<file path="config.mk">
export PLATFORM = sky130hd
export DESIGN_NAME = tqa_ring
export DESIGN_NICKNAME = d
export VERILOG_FILES = /design/src/design/two_class_ticket_queue_arbiter_unit_macros.svh /design/src/design/tqa_pkg.sv /design/src/design/tqa_cell.sv /design/src/design/tqa_ring.sv
export SDC_FILE = /design/constraint.sdc
export NUM_CORES = 2
export LEC_CHECK = 0
export BUFFER_PORTS_ARGS = -buffer_cell sky130_fd_sc_hd__buf_2
export CORE_MARGIN = 8
export CORE_UTILIZATION = 43
export CTS_CLUSTER_DIAMETER = 50
export CTS_CLUSTER_SIZE = 24
export DETAILED_ROUTE_END_ITERATION = 12
export PLACE_DENSITY = 0.61
export SYNTH_ARGS = -nofsm -noshare
export SYNTH_HDL_FRONTEND = slang
export SYNTH_SLANG_ARGS = --single-unit
</file>
<file path="constraint.sdc">
create_clock -name clk -period 8.4 [get_ports clk]
set_input_delay 1.68 -clock clk [delete_from_list [all_inputs] [get_ports clk]]
set_output_delay 1.68 -clock clk [all_outputs]
set_load 0.02 [all_outputs]
</file>
<file path="src/design/two_class_ticket_queue_arbiter_unit_macros.svh">
// Assertion macros for the two-class ticket queue arbiter.
// Included by the top level, the only module that carries concurrent assertions; depends on nothing.
`ifndef TWO_CLASS_TICKET_QUEUE_ARBITER_UNIT_MACROS_SVH
`define TWO_CLASS_TICKET_QUEUE_ARBITER_UNIT_MACROS_SVH

// The consequent must hold in the same cycle as the antecedent.
`define TQA_ASSERT_SAME(label, clk, rst_n, ante, cons, msg) \
  label: assert property (@(posedge clk) disable iff (!rst_n) (ante) |-> (cons)) \
    else $error(msg);

// The consequent must hold in the cycle after the antecedent.
`define TQA_ASSERT_NEXT(label, clk, rst_n, ante, cons, msg) \
  label: assert property (@(posedge clk) disable iff (!rst_n) (ante) |=> (cons)) \
    else $error(msg);

`endif

</file>
<file path="src/design/tqa_pkg.sv">
// Shared types, codes and constants of the two-class ticket queue arbiter.
// Used by the cell, the ring and the top level; no dependencies.
package tqa_pkg;

  // Default depth of each ticket queue.
  localparam int TQA_QUEUE_DEPTH = 128;

  // Field widths.
  localparam int TQA_TICKET_W = 16;
  localparam int TQA_TIME_W   = 11;
  localparam int TQA_CFG_W    = 4;

  // Reset value of the normal-serve limit and ceiling of the streak count.
  localparam logic [TQA_CFG_W-1:0] TQA_CFG_RESET  = 4'd2;
  localparam logic [TQA_CFG_W-1:0] TQA_STREAK_MAX = 4'd15;

  // Action codes.
  localparam logic [1:0] ACT_ENQ_NORMAL    = 2'd0;
  localparam logic [1:0] ACT_ENQ_PREFERRED = 2'd1;
  localparam logic [1:0] ACT_SERVE         = 2'd2;
  localparam logic [1:0] ACT_SEARCH        = 2'd3;

  // Status codes.
  localparam logic [1:0] STAT_OK        = 2'd0;
  localparam logic [1:0] STAT_FULL      = 2'd1;
  localparam logic [1:0] STAT_EMPTY     = 2'd2;
  localparam logic [1:0] STAT_NOT_FOUND = 2'd3;

  // Queue classes.
  localparam logic CLASS_NORMAL    = 1'b0;
  localparam logic CLASS_PREFERRED = 1'b1;

  // One stored ticket.
  typedef struct packed {
    logic [TQA_TICKET_W-1:0] ticket;
    logic [TQA_TIME_W-1:0]   arrival_time;
  } tqa_entry_t;

  // Input item.
  typedef struct packed {
    logic [1:0]              action;
    logic [TQA_TIME_W-1:0]   arrival_time;
    logic [TQA_TICKET_W-1:0] search_ticket;
  } tqa_in_item_t;

  // Result item.
  typedef struct packed {
    logic [1:0]              status;
    logic [TQA_TICKET_W-1:0] ticket;
    logic                    queue_class;
    logic [TQA_TIME_W-1:0]   arrival_time_out;
  } tqa_out_item_t;

  // Control of a ring or of a single cell: rotate by one place, or load.
  typedef struct packed {
    logic shift;
    logic wr_en;
  } tqa_ctrl_t;

endpackage

</file>
<file path="src/design/tqa_cell.sv">
// One cell of a ticket ring: holds a single ticket entry.
// Depends on tqa_pkg for the entry and control types.
module tqa_cell
  import tqa_pkg::*;
(
  input  logic       clk,
  input  tqa_ctrl_t  cell_ctrl,
  input  tqa_entry_t next_entry,
  input  tqa_entry_t wr_entry,
  output tqa_entry_t entry
);

  tqa_entry_t entry_r;

  // A load takes the new ticket; a shift takes the neighbour's entry.
  always_ff @(posedge clk) begin
    if (cell_ctrl.wr_en) begin
      entry_r <= wr_entry;
    end else if (cell_ctrl.shift) begin
      entry_r <= next_entry;
    end
  end

  assign entry = entry_r;

endmodule

</file>
<file path="src/design/tqa_ring.sv">
// A ring of ticket cells forming one queue; outside a search walk the head sits in cell 0.
// Depends on tqa_pkg and tqa_cell.
module tqa_ring
  import tqa_pkg::*;
#(
  parameter int QUEUE_DEPTH = TQA_QUEUE_DEPTH,
  localparam int IW = $clog2(QUEUE_DEPTH)
) (
  input  logic          clk,
  input  tqa_ctrl_t     ring_ctrl,
  input  logic [IW-1:0] wr_idx,
  input  tqa_entry_t    wr_entry,
  output tqa_entry_t    head_entry
);

  tqa_entry_t entry_w [QUEUE_DEPTH];

  // Each cell passes its entry to the cell below it; the head wraps to the last one.
  for (genvar i = 0; i < QUEUE_DEPTH; i++) begin : g_cell
    tqa_ctrl_t cell_ctrl;

    assign cell_ctrl.shift = ring_ctrl.shift;
    assign cell_ctrl.wr_en = ring_ctrl.wr_en && (wr_idx == IW'(i));

    tqa_cell u_cell (
      .clk       (clk),
      .cell_ctrl (cell_ctrl),
      .next_entry(entry_w[(i + 1) % QUEUE_DEPTH]),
      .wr_entry  (wr_entry),
      .entry     (entry_w[i])
    );
  end

  assign head_entry = entry_w[0];

endmodule
</file>
* After elaboration in Yosys (flattened, before gate mapping)
Index checks and enable logic that the tools add are counted.
** Storage, ports and cells
- Bits in registers :: 3456
- Output and inout port bits :: 27
** Operators by class
- Equality and inequality tests :: 127
- Multiplexer cells :: 256
- Reduce and logical (&&, ||, !) cells :: 257
** Operators with widths (count)
- $mux W27 :: 256
- $eq A7 B7 Y1 const B :: 64
- $reduce_bool A2 Y1 :: 128
- $eq A7 B6 Y1 const B :: 32
- $logic_and A1 B1 Y1 :: 128
- $eq A7 B5 Y1 const B :: 16
- $eq A7 B4 Y1 const B :: 8
- $eq A7 B3 Y1 const B :: 4
- $eq A7 B2 Y1 const B :: 2
- $eq A7 B1 Y1 const B :: 1
- $logic_not A7 Y1 :: 1

* Depth between registers and ports, before layout
- Depth in word-level cells :: 3
- Depth in mapped cells :: 7

* By module
From an unflattened synthesis, not the netlist that was laid out.
** Second synthesis, totals
- Cells, all modules :: 7622
- Area, all modules :: 160286.2 um2
** Modules (own cells, without submodules)
- tqa_cell :: instances 128, cells each 58, area each 1243.7 um2
- tqa_ring :: instances 1, cells each 198, area each 1093.5 um2

* Least setup slack after synthesis
Ideal clock, no wire load.
- Kind :: input-to-reg
- Start point :: input port wr_idx[2]
- End point :: register g_cell[34].u_cell.entry_r (netlist bit g_cell[34].u_cell.entry[0]), enable pin
- Library setup time :: 388 ps
- Arrival time :: 3619 ps
- Data required time :: 8012 ps
- Setup slack :: 4393 ps
- Stages on the path :: 7
- Path buffers :: 4
- Path through :: buf_4 > buf_4 > nor4b_1 > buf_4 > nand4_4 > buf_1 > nand2b_1
** On the way
- Cells in the longest elaborated chain, start to end :: 3
** RTL lines
- start, declared :: RTL line tqa_ring.sv:11 : input logic [IW-1:0] wr_idx,
- $eq A7 B6 Y1 :: RTL line tqa_ring.sv:23 : assign cell_ctrl.wr_en = ring_ctrl.wr_en && (wr_idx == IW'(i));
- $logic_and A1 B1 Y1 :: RTL line tqa_ring.sv:23
- $reduce_bool A2 Y1 (no line)
- end signal, assigned :: RTL line tqa_cell.sv:18 : entry_r <= wr_entry;
- end signal, assigned :: RTL line tqa_cell.sv:20 : entry_r <= next_entry;
- end, declared :: RTL line tqa_cell.sv:13 : tqa_entry_t entry_r;
No other way between the ends.
A chain may end at the register's enable or synchronous reset.

* Worst setup path after layout
- Start point :: input port wr_idx[6]
- End point :: register g_cell[88].u_cell.entry_r (netlist bit g_cell[88].u_cell.entry[25]), enable pin
** On the way
- Cells in the longest elaborated chain, start to end :: 3
** RTL lines (RTL line)
- $eq A7 B7 Y1 :: tqa_ring.sv:23
- $logic_and A1 B1 Y1 :: tqa_ring.sv:23
- $reduce_bool A2 Y1 (no line)
- end signal, assigned :: tqa_cell.sv:18
- end signal, assigned :: tqa_cell.sv:20
- end, declared :: tqa_cell.sv:13
No other way between the ends.

==> summary.txt <==
Max Cap Violations - 0
CTS resizes - 0
Worst IR Drop VDD - 0.1783 mV
sequential-to-total area share from yosys stat - 69.84%
core area - 345100 um2
post-synthesis adder-cell area fraction - 0%
Unique masters post-synth - 36
Residual DRC - 0
syn_nets - 8002
vias in the first global route - 73990
Worst-Skew Late Latency - 0.93 ns
synthesized flop and latch total - 3456
Yosys top cell by area - edfxtp_1
Worst-path clk slew - 0.07 ns
CTS tree - yes
hpwl dp - 192200 um
worst r2r dst - g_cell[127].u_cell.entry[9]$_DFFE_PP_
Place WS - 2.732 ns
initial antenna violation count - 19
Overflow after GRT - 0
Final Max Slew Viols - 0
Post-synth EDFFs - 3456
Synth Instances - 7965
clock buffer depth - 4
P_int - 30.34 mW
Clock power frac - 43.4%
Pleak - 55.75 nW
setup ws final - 3.662 ns
Sink Count - 3456
Switch Pwr - 9.238 mW
Root Driver - clkbuf_16
Vias - 69870
main combinational cell family by area after synthesis - multiplexers
share of layout cells above drive strength 1 - 55.19%
number of buffers created by CTS - 370
RePlAce Congestion - 0.7807
Worst Hold End - g_cell[69].u_cell.entry[26]$_DFFE_PP_
most frequent cell after synthesis - edfxtp_1
DR pass1 iterations - 5
Hold Slack - 0.5173 ns
I/O pins - 64
final core utilization - 48.02%
final setup vio count - 0
Initial Utilization - 43.06%
post-synthesis mux area share - 26.19%
Post-synth top cells - edfxtp_1 (3456), mux2_2 (3415), clkbuf_1 (441)
critical path class - in -> reg
R2R Path Start - g_cell[0].u_cell.entry[9]$_DFFE_PP_
r2r worst-path depth - 1
initial DRC count - 6081
Layout Skew - 0.04138 ns
switch share - 23.34%
worst hold start - g_cell[70].u_cell.entry[26]$_DFFE_PP_
Setup TNS - 0 ns
xor/xnor cell area share of the yosys netlist - 0%
largest net degree at the start of global routing - 93
RSZ-0062 raised after global routing - false
status - completed
setup bufs post-CTS - 0
synthesis-to-layout area growth - 11.52%
power per cell area - 238.9 nW/um2
reg2reg setup slack - 7.26 ns
Die ar. - 364600 um2
global-route wire length before repair - 501900 um
max FFs per register - 3456
HP Class - reg -> reg
Final period util - 56.41%
Hold Path Stages - 1
Yosys warning count - 0
Final Hold Vio Count - 0
Post-synth top flop - edfxtp_1
Area contributors post-synth - edfxtp_1 (70%), mux2_2 (26%), clkbuf_1 (1.1%)
share of the synthesized area in the top cell type - 69.84%
Seq pwr share - 51.8%
Startpoint Class - primary input
Port Buffers - 63
DR WL/cell - 26.42 um
compound-gate portion of the synthesized area - 0%
hold-fix buffers at CTS - 0
die height - 603.9 um
htree depth - 5
Fmax - 211.1 MHz
Crit path required time - 8.93 ns
worst-margin pin slew - 1.338 ns
CP Max Fanout - 30
gr usage total - 18.02%
synthesized area per cell - 18.66 um2
Nets - 7856
Worst setup EP type - flip-flop
Design Power - 39.58 mW
simple-gate area share of the yosys netlist - 1.651%
minimum clock period - 4.738 ns
Critical Path AT - 5.27 ns
final WL - 336000 um
filler cell count - 27950
ANT nets after route - 0
Mapped Area - 148600 um2
# rows - 216
Max-Slew Margin vs Limit - 10.80%
combinational power share - 4.8%
DR vias/cell - 5.494
post-synthesis async set-or-reset flop share - 0%
Die Width - 603.9 um
## layout make-up
| type | count | area, um2 | share of cell area, % |
|---|---|---|---|
| Tap cell | 4578 | 5728 | 3.457 |
| Clock inverter | 298 | 3612 | 2.180 |
| Timing Repair Buffer | 217 | 1674 | 1.010 |
| Sequential cell | 3456 | 103800 | 62.63 |
| Antenna cell | 6 | 15.01 | 0.009061 |
| Multi-Input combinational cell | 3774 | 41520 | 25.05 |
| Clock buffer | 387 | 9387 | 5.664 |
## layer usage
layer | track usage, % | routed length (um) | vias up
met5 | 0 | 0 | -
met1 | 25.30 | 148600 | 36650
met4 | 4.411 | 8002 | 0
li1 | - | - | 30790
met3 | 3.591 | 21580 | 467
met2 | 28.90 | 157800 | 1962
## worst max path at each step
stage               slack, ns  startpoint                                    end
floorplan                4.39   wr_idx[2]   g_cell[34].u_cell.entry[0]$_DFFE_PP_
global placement         2.94   wr_idx[6]  g_cell[88].u_cell.entry[11]$_DFFE_PP_
detailed placement       2.73   wr_idx[6]  g_cell[88].u_cell.entry[11]$_DFFE_PP_
CTS                      3.76   wr_idx[6]  g_cell[88].u_cell.entry[25]$_DFFE_PP_
global route             3.53   wr_idx[6]  g_cell[88].u_cell.entry[25]$_DFFE_PP_
finish                   3.66   wr_idx[6]  g_cell[88].u_cell.entry[25]$_DFFE_PP_
## power by group through the flow
stage	clock network, mW	registers, mW	logic [mW]
floorplan	0	20.6	1.32
global placement	0	20.9	1.88
detailed placement	0	20.8	1.90
CTS	17.5	20.5	1.93
global route	18.2	20.6	2.06
finish	17.2	20.5	1.91
## per-stage QoR
step,area [um2],cells
3_5_place_dp,152600,12020
4_1_cts,165600,12710
3_3_place_gp,152600,12020
5_1_grt,165700,12710
2_1_floorplan,148600,7965
6_report,165700,12720
## critical path: stages
cell      delay [ns]
buf_2           0.65
nor4bb_4        0.66
nand2_1         0.87
nand2b_1        1.30
## cells by family after synthesis
logic type             after synthesis
buffers and inverters              735
DFF                               3456
and+or+nand+nor                    318
muxes                             3456
## placed cells by master, fill, tap and decap left out, drive strengths merged
cell / count
edfxtp: 3456
mux2: 3456
clkbuf: 387
buf: 217
inv: 128
clkinv: 108
nand2b: 70
or2: 61
nand2: 54
nor2: 45
clkinvlp: 34
bufinv: 28
nand3: 11
nor2b: 11
nor4bb: 10
nor4b: 10
nand4b: 10
nor3: 9
nand4: 9
diode: 6
and4b: 6
nand4bb: 5
or4b: 3
and4bb: 3
nor4: 1
Power figures use the tool's default switching activity.
